==> config.mk <==
export PLATFORM = sky130hd
export DESIGN_NAME = lru_key_value_cache
export DESIGN_NICKNAME = d
export VERILOG_FILES = /design/src/hw/rtl/lkvc_pkg.sv /design/src/hw/rtl/lkvc_front.sv /design/src/hw/rtl/lkvc_back.sv /design/src/hw/rtl/lru_key_value_cache.sv
export SDC_FILE = /design/constraint.sdc
export NUM_CORES = 2
export LEC_CHECK = 0
export BUFFER_PORTS_ARGS = -buffer_cell sky130_fd_sc_hd__buf_2
export CAP_MARGIN = 25
export CORE_AREA = 3 3 338 340
export DETAILED_ROUTE_END_ITERATION = 8
export DIE_AREA = 0 0 341 343
export GPL_TIMING_DRIVEN = 1
export PLACE_DENSITY_LB_ADDON = 0.12
export SLEW_MARGIN = 0
export SYNTH_ARGS = -nofsm -noshare
export SYNTH_HDL_FRONTEND = slang
export SYNTH_SLANG_ARGS = --single-unit
==> constraint.sdc <==
create_clock -name clk -period 11.05 [get_ports clk]
set_input_delay 1.6575 -clock clk [delete_from_list [all_inputs] [get_ports clk]]
set_output_delay 1.6575 -clock clk [all_outputs]
set_load 0.01 [all_outputs]
==> src/hw/rtl/lkvc_pkg.sv <==
package lkvc_pkg;

	localparam int unsigned ENTRIES_DEF    = 8;
	localparam int unsigned KEY_BITS_DEF   = 64;
	localparam int unsigned VALUE_BITS_DEF = 64;
	localparam int unsigned FIELD_BITS     = 64;
	localparam int unsigned CAP_BITS       = 4;
	localparam int unsigned MODE_BITS      = 2;
	localparam logic [CAP_BITS-1:0] CAP_RESET = 4'd8;

	typedef enum logic [MODE_BITS-1:0] {
		MODE_LOOKUP = 2'd0,
		MODE_INSERT = 2'd1,
		MODE_REMOVE = 2'd2,
		MODE_NOP    = 2'd3
	} mode_t;

endpackage

==> src/hw/rtl/lkvc_front.sv <==
module lkvc_front (
	input  logic                             clk,
	input  logic                             arst_n,
	input  logic                             in_valid,
	output logic                             in_stall,
	input  logic [lkvc_pkg::MODE_BITS-1:0]   mode,
	input  logic [lkvc_pkg::FIELD_BITS-1:0]  key,
	input  logic [lkvc_pkg::FIELD_BITS-1:0]  value,
	output logic                             q_valid,
	input  logic                             q_pop,
	output logic [lkvc_pkg::MODE_BITS-1:0]   q_mode,
	output logic [lkvc_pkg::FIELD_BITS-1:0]  q_key,
	output logic [lkvc_pkg::FIELD_BITS-1:0]  q_value
);
	import lkvc_pkg::*;

	// Two-entry queue; the mode is classified on entry so that unknown codes become no-ops.
	logic [MODE_BITS-1:0]  mode_q [2];
	logic [FIELD_BITS-1:0] key_q  [2];
	logic [FIELD_BITS-1:0] val_q  [2];
	logic                  wr_q, rd_q;
	logic [1:0]            cnt_q;
	logic                  push;
	logic [MODE_BITS-1:0]  mode_c;

	always_comb begin
		case (mode)
			MODE_LOOKUP, MODE_INSERT, MODE_REMOVE: mode_c = mode;
			default: mode_c = MODE_NOP;
		endcase
	end

	assign in_stall = (cnt_q == 2'd2);
	assign push     = in_valid && !in_stall;
	assign q_valid  = (cnt_q != 2'd0);
	assign q_mode   = mode_q[rd_q];
	assign q_key    = key_q[rd_q];
	assign q_value  = val_q[rd_q];

	always_ff @(posedge clk or negedge arst_n) begin
		if (!arst_n) begin
			wr_q  <= 1'b0;
			rd_q  <= 1'b0;
			cnt_q <= 2'd0;
		end else begin
			if (push) begin
				wr_q <= ~wr_q;
			end
			if (q_pop) begin
				rd_q <= ~rd_q;
			end
			cnt_q <= cnt_q + {1'b0, push} - {1'b0, q_pop};
		end
	end

	always_ff @(posedge clk) begin
		if (push) begin
			mode_q[wr_q] <= mode_c;
			key_q[wr_q]  <= key;
			val_q[wr_q]  <= value;
		end
	end

	a_no_overflow: assert property (@(posedge clk) disable iff (!arst_n)
		cnt_q != 2'd3) else $error("queue count out of range");
	a_no_underflow: assert property (@(posedge clk) disable iff (!arst_n)
		q_pop |-> q_valid) else $error("pop from empty queue");
	a_full_stalls: assert property (@(posedge clk) disable iff (!arst_n)
		(cnt_q == 2'd2 && !q_pop) |=> in_stall) else $error("full queue not stalling");

endmodule

==> src/hw/rtl/lkvc_back.sv <==
module lkvc_back #(
	parameter int unsigned ENTRIES    = lkvc_pkg::ENTRIES_DEF,
	parameter int unsigned KEY_BITS   = lkvc_pkg::KEY_BITS_DEF,
	parameter int unsigned VALUE_BITS = lkvc_pkg::VALUE_BITS_DEF
) (
	input  logic                             clk,
	input  logic                             arst_n,
	input  logic [lkvc_pkg::CAP_BITS-1:0]    cap_q,
	input  logic                             q_valid,
	output logic                             q_pop,
	input  logic [lkvc_pkg::MODE_BITS-1:0]   q_mode,
	input  logic [lkvc_pkg::FIELD_BITS-1:0]  q_key,
	input  logic [lkvc_pkg::FIELD_BITS-1:0]  q_value,
	output logic                             out_valid,
	input  logic                             out_stall,
	output logic                             hit,
	output logic [lkvc_pkg::FIELD_BITS-1:0]  value_out,
	output logic                             evicted,
	output logic                             busy
);
	import lkvc_pkg::*;

	localparam int unsigned AW = $clog2(ENTRIES);
	localparam int unsigned CW = $clog2(ENTRIES + 1);

	logic                  vld_q [ENTRIES];
	logic [KEY_BITS-1:0]   key_q [ENTRIES];
	logic [VALUE_BITS-1:0] val_q [ENTRIES];
	logic [AW-1:0]         age_q [ENTRIES];
	logic [CW-1:0]         count_q;

	logic [KEY_BITS-1:0]   k;
	logic [ENTRIES-1:0]    match;
	logic                  found;
	logic [AW-1:0]         hslot, oslot, fslot;
	logic                  ffound, ofound;
	logic [CW-1:0]         cap_eff;
	logic                  full, do_evict, take;
	logic [AW-1:0]         hage, oage;

	assign k = q_key[KEY_BITS-1:0];

	always_comb begin
		if (cap_q == '0) begin
			cap_eff = CW'(1);
		end else if (32'(cap_q) > ENTRIES) begin
			cap_eff = CW'(ENTRIES);
		end else begin
			cap_eff = CW'(cap_q);
		end
	end
	assign full = (count_q >= cap_eff);

	// Key match, oldest entry (age count-1) and first free slot.
	always_comb begin
		found  = 1'b0;
		hslot  = '0;
		ofound = 1'b0;
		oslot  = '0;
		ffound = 1'b0;
		fslot  = '0;
		for (int i = 0; i < ENTRIES; i++) begin
			match[i] = vld_q[i] && (key_q[i] == k);
			if (match[i]) begin
				found = 1'b1;
				hslot = AW'(i);
			end
			if (vld_q[i] && (CW'(age_q[i]) == count_q - CW'(1))) begin
				ofound = 1'b1;
				oslot  = AW'(i);
			end
			if (!vld_q[i] && !ffound) begin
				ffound = 1'b1;
				fslot  = AW'(i);
			end
		end
	end

	assign take     = q_valid && (!out_valid || !out_stall);
	assign q_pop    = take;
	assign busy     = q_valid || out_valid;
	assign do_evict = !found && full && ofound &&
		(q_mode == MODE_LOOKUP || q_mode == MODE_INSERT);
	assign hage = age_q[hslot];
	assign oage = age_q[oslot];

	always_ff @(posedge clk or negedge arst_n) begin
		if (!arst_n) begin
			out_valid <= 1'b0;
			count_q   <= '0;
			for (int i = 0; i < ENTRIES; i++) begin
				vld_q[i] <= 1'b0;
				age_q[i] <= '0;
			end
		end else begin
			if (take) begin
				out_valid <= 1'b1;
			end else if (!out_stall) begin
				out_valid <= 1'b0;
			end
			if (take) begin
				case (q_mode)
					MODE_LOOKUP: begin
						if (found) begin
							for (int i = 0; i < ENTRIES; i++) begin
								if (vld_q[i] && age_q[i] < hage) begin
									age_q[i] <= age_q[i] + AW'(1);
								end
							end
							age_q[hslot] <= '0;
						end else if (do_evict) begin
							vld_q[oslot] <= 1'b0;
							count_q <= count_q - CW'(1);
						end
					end
					MODE_INSERT: begin
						// Old copy or oldest leaves; survivors older than it shift
						// down then all shift up, so only younger ones move.
						for (int i = 0; i < ENTRIES; i++) begin
							if (vld_q[i]) begin
								if (found ? (age_q[i] < hage) :
									!(do_evict && age_q[i] >= oage)) begin
									age_q[i] <= age_q[i] + AW'(1);
								end
							end
						end
						if (found) begin
							vld_q[hslot] <= 1'b1;
							age_q[hslot] <= '0;
						end else if (do_evict) begin
							vld_q[oslot] <= 1'b1;
							age_q[oslot] <= '0;
						end else if (ffound) begin
							vld_q[fslot] <= 1'b1;
							age_q[fslot] <= '0;
							count_q <= count_q + CW'(1);
						end
					end
					MODE_REMOVE: begin
						if (found) begin
							vld_q[hslot] <= 1'b0;
							count_q <= count_q - CW'(1);
							for (int i = 0; i < ENTRIES; i++) begin
								if (vld_q[i] && age_q[i] > hage) begin
									age_q[i] <= age_q[i] - AW'(1);
								end
							end
						end
					end
					default: begin
					end
				endcase
			end
		end
	end

	// Insert reuses the matched, evicted or first free slot. Which slot holds a pair
	// cannot be seen from outside, so any free slot gives the same behaviour.
	always_ff @(posedge clk) begin
		if (take) begin
			hit       <= found && (q_mode != MODE_NOP);
			evicted   <= do_evict;
			value_out <= (q_mode == MODE_LOOKUP && found) ?
				FIELD_BITS'(val_q[hslot]) : '0;
			if (q_mode == MODE_INSERT) begin
				if (found) begin
					key_q[hslot] <= k;
					val_q[hslot] <= q_value[VALUE_BITS-1:0];
				end else if (do_evict) begin
					key_q[oslot] <= k;
					val_q[oslot] <= q_value[VALUE_BITS-1:0];
				end else begin
					key_q[fslot] <= k;
					val_q[fslot] <= q_value[VALUE_BITS-1:0];
				end
			end
		end
	end

	a_count_range: assert property (@(posedge clk) disable iff (!arst_n)
		32'(count_q) <= ENTRIES) else $error("entry count above depth");
	a_one_match: assert property (@(posedge clk) disable iff (!arst_n)
		$onehot0(match)) else $error("duplicate key in cache");
	a_evict_miss: assert property (@(posedge clk) disable iff (!arst_n)
		do_evict |-> !found) else $error("eviction on a hit");

endmodule

==> src/hw/rtl/lru_key_value_cache.sv <==
// Fully associative key/value cache with least-recently-used replacement. Each item
// carries a mode (lookup, insert, remove, no-op), a key and a value, and yields exactly
// one result item with hit, value_out and evicted. A front queue of two items takes
// requests while the back end works; the back end compares the key against every entry
// combinationally, so a request is handled directly from the queue head and its result
// leaves through an output register, giving one item per cycle sustained while the output
// is not stalled. The capacity register may be written only while the block is idle;
// cfg_ready is low while any item is in flight. No clearing pass is needed after reset.
module lru_key_value_cache #(
	parameter int unsigned ENTRIES    = lkvc_pkg::ENTRIES_DEF,
	parameter int unsigned KEY_BITS   = lkvc_pkg::KEY_BITS_DEF,
	parameter int unsigned VALUE_BITS = lkvc_pkg::VALUE_BITS_DEF
) (
	input  logic                             clk,
	input  logic                             arst_n,
	input  logic                             in_valid,
	output logic                             in_stall,
	input  logic [lkvc_pkg::MODE_BITS-1:0]   mode,
	input  logic [lkvc_pkg::FIELD_BITS-1:0]  key,
	input  logic [lkvc_pkg::FIELD_BITS-1:0]  value,
	output logic                             out_valid,
	input  logic                             out_stall,
	output logic                             hit,
	output logic [lkvc_pkg::FIELD_BITS-1:0]  value_out,
	output logic                             evicted,
	input  logic                             cfg_valid,
	output logic                             cfg_ready,
	input  logic [lkvc_pkg::CAP_BITS-1:0]    cache_capacity
);
	import lkvc_pkg::*;

	logic                  q_valid, q_pop, busy;
	logic [MODE_BITS-1:0]  q_mode;
	logic [FIELD_BITS-1:0] q_key, q_value;
	logic [CAP_BITS-1:0]   cap_q;

	// The capacity register is written only when nothing is in flight.
	assign cfg_ready = !busy;

	always_ff @(posedge clk or negedge arst_n) begin
		if (!arst_n) begin
			cap_q <= CAP_RESET;
		end else if (cfg_valid && cfg_ready) begin
			cap_q <= cache_capacity;
		end
	end

	lkvc_front u_front (
		.clk, .arst_n, .in_valid, .in_stall, .mode, .key, .value,
		.q_valid, .q_pop, .q_mode, .q_key, .q_value
	);

	lkvc_back #(.ENTRIES(ENTRIES), .KEY_BITS(KEY_BITS), .VALUE_BITS(VALUE_BITS)) u_back (
		.clk, .arst_n, .cap_q, .q_valid, .q_pop, .q_mode, .q_key, .q_value,
		.out_valid, .out_stall, .hit, .value_out, .evicted, .busy
	);

endmodule
## Word level (Yosys, flattened, before mapping)

Memories as Yosys holds them, arrays and structs flattened. A register that Yosys moved wholly into a read port is not among the register bits.
Index checks and enable logic that the tools add are counted.

- Equality and inequality tests: 39
- Order comparisons: 32
- Mux-type cells: 196
- Bitwise operators: 19
- Reduce and logical (&&, ||, !) cells: 108
- Add/sub/neg operators: 20

Operators by type and width:

| cell | number |
|---|---|
| == test 64 bit | 8 |
| 2-to-1 mux 3 bit | 95 |
| 2-to-1 mux 64 bit | 4 |
| OR reduction 64 bit | 4 |
| 2-to-1 mux 24 bit | 5 |
| AND 24 bit | 4 |
| inverter 24 bit | 3 |
| case mux 24 bit (3 select lines) | 1 |
| 2-to-1 mux 1 bit | 60 |
| logical AND 1 bit | 58 |
| 2-to-1 mux 8 bit | 6 |
| AND reduction 5 bit | 8 |
| == test 3 x 4 -> 1 bit | 8 |
| 2-to-1 mux 4 bit | 8 |
| demux 3 bit (select 3 bit) | 3 |
| zero test 1 bit | 27 |
| inequality test 2 x 1 -> 1 bit (second input constant) | 13 |
| adder 3 x 1 -> 3 bit (second input constant) | 8 |
| >= comparator 3 bit | 8 |
| > comparator 3 bit | 8 |
| less-than comparator 3 bit | 8 |
| bitwise OR 8 bit | 3 |
| case mux 8 bit (3 select lines) | 1 |
| subtractor 3 x 1 -> 3 bit (second input constant) | 8 |
| other kinds (28) | 55 |

- Output and inout port bits: 69
- Logic and storage cells: 443
- Memories: 5
- Register bits: 47
- Bits of input ports: 139
- Memory bits (writable): 1284

Memories:

| memory | depth | width | rd ports | clocked after memory_dff | wr ports | line | source |
|---|---|---|---|---|---|---|---|
| u_back.key_q | 8 | 64 | 8 | 0 | 1 | lkvc_back.sv:27 | `logic [KEY_BITS-1:0] key_q [ENTRIES];` |
| u_back.val_q | 8 | 64 | 1 | 1 | 1 | lkvc_back.sv:28 | `logic [VALUE_BITS-1:0] val_q [ENTRIES];` |
| u_front.key_q | 2 | 64 | 1 | 0 | 1 | lkvc_front.sv:19 | `logic [FIELD_BITS-1:0] key_q [2];` |
| u_front.val_q | 2 | 64 | 1 | 0 | 1 | lkvc_front.sv:20 | `logic [FIELD_BITS-1:0] val_q [2];` |
| u_front.mode_q | 2 | 2 | 1 | 0 | 1 | lkvc_front.sv:18 | `logic [MODE_BITS-1:0] mode_q [2];` |

## Logic depth before layout (Yosys ltp)

- Depth after elaboration: 32
- Gate-level depth with buffers: 27
- Gate-level depth less buffers: 21

## Hierarchy

From an unflattened synthesis, not the netlist that was laid out.

- Cells, all modules: 4242
- Area, all modules: 60723.2 um^2

By module, submodules not included:

| module | times used | area each (um^2) | seq. area each (um^2) | cells each |
|---|---|---|---|---|
| lkvc_back | 1 | 50586.0 | 33657.3 | 3808 |
| lkvc_front | 1 | 9958.3 | 7907.6 | 424 |
| lru_key_value_cache | 1 | 178.9 | 101.3 | 10 |

## Worst setup path before layout

No wires, ideal clock.

- Path type: input to register
- Start: input out_stall
- End: memory u_back.key_q[0][0] (netlist bit), enable pin
- Stages on the path: 6
- Required time: 10434 ps
- Setup time: 616 ps
- Slack: -1395 ps
- Arrival: 11828 ps
- Buffers on the path: 0
- Cell sequence: a21oi_1 -> nand3_1 -> nor4_1 -> a21oi_1 -> nand2b_1 -> nor2_1

- Longest elaborated chain between the ends: 8
- Elaborated cells on any way between the ends: 15
- Those cells by class: mux (10); reduce/logical (5)

Ends and longest elaborated chain:

| item | line | source |
|---|---|---|
| start: declaration | lru_key_value_cache.sv:22 | `input logic out_stall,` |
| zero test 1 bit * | lkvc_back.sv:79 | `assign take = q_valid && (!out_valid \|\| !out_stall);` |
| logical OR 1 bit * | lkvc_back.sv:79 |  |
| logical AND 1 bit * | lkvc_back.sv:79 |  |
| 2-to-1 mux 1 bit | lkvc_back.sv:160 | `if (take) begin` |
| 2-to-1 mux 1 bit (not written as such) | lkvc_back.sv:170 | `key_q[oslot] <= k;` |
| OR reduction 64 bit (no source line) | -- |  |
| 2-to-1 mux 3 bit (no source line) / 2-to-1 mux 1 bit (equally long branches) (2 in series) | -- |  |
| end: declaration | lkvc_back.sv:27 |  |

Every way passes the cells marked *; elsewhere a longest branch is shown, timed or not.

## Worst setup path after layout

- Start: register u_front.rd_q
- End: register u_back.age_q[2] (netlist bit)

- Longest elaborated chain between the ends: 27
- Elaborated cells on any way between the ends: 80
- Those cells by class: order compare (4); eq/ne (13); mux (34); bitwise (6); reduce/logical (21); memory (2)

Ends and longest elaborated chain:

| item | line | source |
|---|---|---|
| start: declaration | lkvc_front.sv:21 | `logic wr_q, rd_q;` |
| start signal: assignment | lkvc_front.sv:50 | `rd_q <= ~rd_q;` |
| parallel branches: the longest is 27 deep, another holds memory read (2 x 64 bit) | -- |  |
| end signal: indexed assignment | lkvc_back.sv:107 | `age_q[i] <= age_q[i] + AW'(1);` |
| end signal: indexed assignment | lkvc_back.sv:123 | `age_q[i] <= age_q[i] + AW'(1);` |
| end signal: indexed assignment | lkvc_back.sv:145 | `age_q[i] <= age_q[i] - AW'(1);` |
| end: declaration | lkvc_back.sv:29 | `logic [AW-1:0] age_q [ENTRIES];` |

Several ways; the timed one is not identified. The select of a mux whose other input is x is not followed.
A chain may end at the register's enable or synchronous reset.

==> results.sh <==
export IMPL_end_kind="flip-flop"
export IMPL_ys_flop_type="edfxtp_1"
export IMPL_powerDensity_mw_per_mm2=263
export IMPL_grt_max_degree=129
export IMPL_cap_violations=0
export IMPL_dp_cells=5767
export IMPL_fin_skew_ns=0.0320
export IMPL_core_mm2=0.112
export IMPL_slew_viol_final=0
export IMPL_port_buffers=207
export IMPL_grt_pass1_vias=35900
export IMPL_final_nets=4616
export IMPL_vias_per_cell=6.33
export IMPL_worstHoldStart="cap_q[0]"
export IMPL_syn_nets=4332
export IMPL_ios=208
export IMPL_rr_endpoint="u_back.age_q[2]"
export IMPL_holdPathEnd="cap_q[0]"
export IMPL_grt_antenna_before_repair=5
export IMPL_layout_min_cycle_time_ns=8.58
export IMPL_tns_ns=0
export IMPL_wl_per_cell_um=31.1
export IMPL_final_cells=6034
export IMPL_hold_path_depth=1
export IMPL_slew_headroom_pct=17.3
export IMPL_grt_pass1_wl_um=263000
export IMPL_start_kind="flip-flop"
export IMPL_ys_warn_count=0
export IMPL_hold_path_class="reg -> reg"
export IMPL_synthesis_area_mm2=0.0612
export IMPL_die_area_mm2=0.117
export IMPL_syn_to_final_growth_pct=12.7
export IMPL_syn_area_per_cell_um2=14.8
export IMPL_dp_hpwl_um=126000
export IMPL_drtIter0Drc=4878
export IMPL_ys_ff_latch=1395
export IMPL_post_route_period_util_pct=77.7
export IMPL_initial_core_util_pct=54.7
export IMPL_htree_levels=4
export IMPL_cts_resized=0
export IMPL_outcome="complete, no violations"
export IMPL_vias=38200
export IMPL_power_mw=18.2
export IMPL_final_util_pct=61.6
export IMPL_rows=123
export IMPL_synth_seq_area_share_pct=68.1
export IMPL_r2r_start="u_front.rd_q"
export IMPL_gp_congestion=1.04
export IMPL_root_buffer="clkbuf_16"
export IMPL_routed_wl_um=187000
export IMPL_cp_data_required_time_ns=11.68
export IMPL_synthCells=4133
export IMPL_startpoint="u_front.rd_q"
export IMPL_clk_pin_slew_ns=0.07
export IMPL_reg2reg_slack_ns=2.47
export IMPL_cp_max_fo=40
export IMPL_grt_overflow_total=0
export IMPL_fp_dieH_um=343
export IMPL_fmax_mhz=116
export IMPL_finalSetupViolCount=0
export IMPL_globalRouteTotalUtil_pct=31.7
export IMPL_worstMarginPinSlew_ns=1.24
export IMPL_p_leak_nw=22.5
export IMPL_nFillCells=8478
export IMPL_cts_setup_buffers=0
export IMPL_cp_arrival_ns=9.21
export IMPL_ys_types=99
export IMPL_layout_drive_gt1_share_pct=15.0
export IMPL_dr_pass1_iters=7
export IMPL_crit_type="reg -> reg"
export IMPL_rr_worst_depth=22
export IMPL_clkSinkCount=1395
export IMPL_ctsHoldBuffers=0
export IMPL_die_w_um=341
export IMPL_drcViolationCount=0
export IMPL_insertion_delay_ns=0.77
export IMPL_cts_max_path_buffers=3
export IMPL_cts_made_buffers=146
export IMPL_hold_viol_final=0
export IMPL_ant_nets=0
export IMPL_cts_tree="yes"
export IMPL_async_flop_share_pct=3.23
export IMPL_synth_edff_count=1350
export IMPL_ir_drop_mv=0.174
export IMPL_rsz0062_at_grt="no"
area by class of cell:
cell class                 instances  area (um2)  share of cell area [%]
multi-input combinational       2465       18500                    26.8
clock buffer                     189        3960                    5.75
inverter                         121         454                   0.659
antenna                            2        5.00                 0.00726
tap                             1500        1880                    2.72
sequential                      1395       41700                    60.4
clock inverter                    74         699                    1.01
timing repair buffer             288        1790                    2.60
routing by layer:
metal,GRT usage [%],up-vias,part of all wire [%]
met3,5.49,424,9.2
met1,44.6,19100,40
met5,0,-,0.0069
met2,48.4,2224,45
met4,15.0,2,5.3
li1,-,16400,-
flip-flops by register name, summed over array words and instances, names as in the netlist, 4 cells and up:
register          flops
u_front.val_q       128
u_back.age_q         24
u_back.value_out     64
u_front.mode_q        4
u_back.key_q        512
u_back.count_q        4
u_back.vld_q          8
u_front.key_q       128
u_back.val_q        512
cap_q                 4
placed cells by master (no fill, tap or decap), types with 47 or more instances in the layout:
master	netlist	layout
nor2_1	251	240
nor4_1	205	205
nor3_1	57	56
nand4_1	70	70
mux2_2	71	71
mux2i_1	233	223
a21oi_1	148	147
inv_1	121	121
nand2_1	205	203
edfxtp_1	1350	1350
mux2i_4	46	47
o21ai_0	116	116
xnor2_1	483	483
buf_4	12	69
ha_1	60	60
o22ai_1	93	93
clkbuf_16	0	151
buf_2	14	207
synthesized netlist by cell type (44+ instances only):
cell / number / area (um2)
edfxtp_1: 1350 / 40500
xnor2_1: 483 / 4230
nor2_1: 251 / 942
mux2i_1: 233 / 2330
nand2_1: 205 / 769
nor4_1: 205 / 1280
a21oi_1: 148 / 741
inv_1: 121 / 454
o21ai_0: 116 / 581
clkbuf_1: 95 / 357
o22ai_1: 93 / 582
mux2_2: 71 / 800
nand4_1: 70 / 438
ha_1: 60 / 751
nor3_1: 57 / 285
mux2i_4: 46 / 1040
dfrtp_1: 44 / 1100
nand3_1: 44 / 220
kinds of logic after synthesis:
family          share of synthesized area, %
mux                                     6.95
simple gates                            7.85
xor+xnor                                7.56
compound gates                          6.21
flops                                   68.1
buf+inv                                 1.94
fa+ha+maj                               1.36
how the worst max path moves through the flow:
stage,endpoint,slack (ns),cells past startpoint
4_1_cts,u_back.age_q[2],2.51,22
2_1_floorplan,u_back.key_q[0][0],-1.39,6
3_5_place_dp,u_back.age_q[21],2.59,22
5_1_grt,u_back.age_q[2],2.23,22
3_3_place_gp,u_back.age_q[21],2.58,20
6_report,u_back.age_q[2],2.47,22
worst max-delay path, cell delays in order (launching register included):
cell and delay [ns]:
dfrtp_4 0.73, buf_12 0.40, mux2i_4 0.64, xnor2_1 0.38
nor4_1 0.87, nand4_1 0.50, nor3_1 0.28, nand4_1 0.36
o311ai_4 0.37, buf_4 0.36, and2_4 0.71, a21oi_1 0.16
a221o_1 0.36, a21oi_1 0.12, buf_4 0.25, ha_1 0.29
nor2_1 0.11, nand2_1 0.06, a2111o_1 0.40, o311ai_1 0.13
a31oi_1 0.25, a2111oi_0 0.46, a211oi_1 0.11
power by group:
| group | internal [mW] | total (mW) | switching, mW | leakage [nW] |
|---|---|---|---|---|
| sequential | 6.90 | 7.25 | 0.343 | 12.9 |
| combinational | 1.83 | 6.11 | 4.28 | 7.35 |
| clock | 2.77 | 4.80 | 2.03 | 2.29 |
through the flow:
step | setup WS, ns | cell area [um2] | hold WS (ns)
6_report | 2.47 | 68900 | 0.515
5_1_grt | 2.23 | 68900 | 0.556
4_1_cts | 2.51 | 68900 | 0.517
3_5_place_dp | 2.59 | 64200 | 0.497
3_3_place_gp | 2.58 | 64200 | 0.502
2_1_floorplan | -1.39 | 61200 | 0.461
No activity file was read; power rests on OpenSTA's default activity.
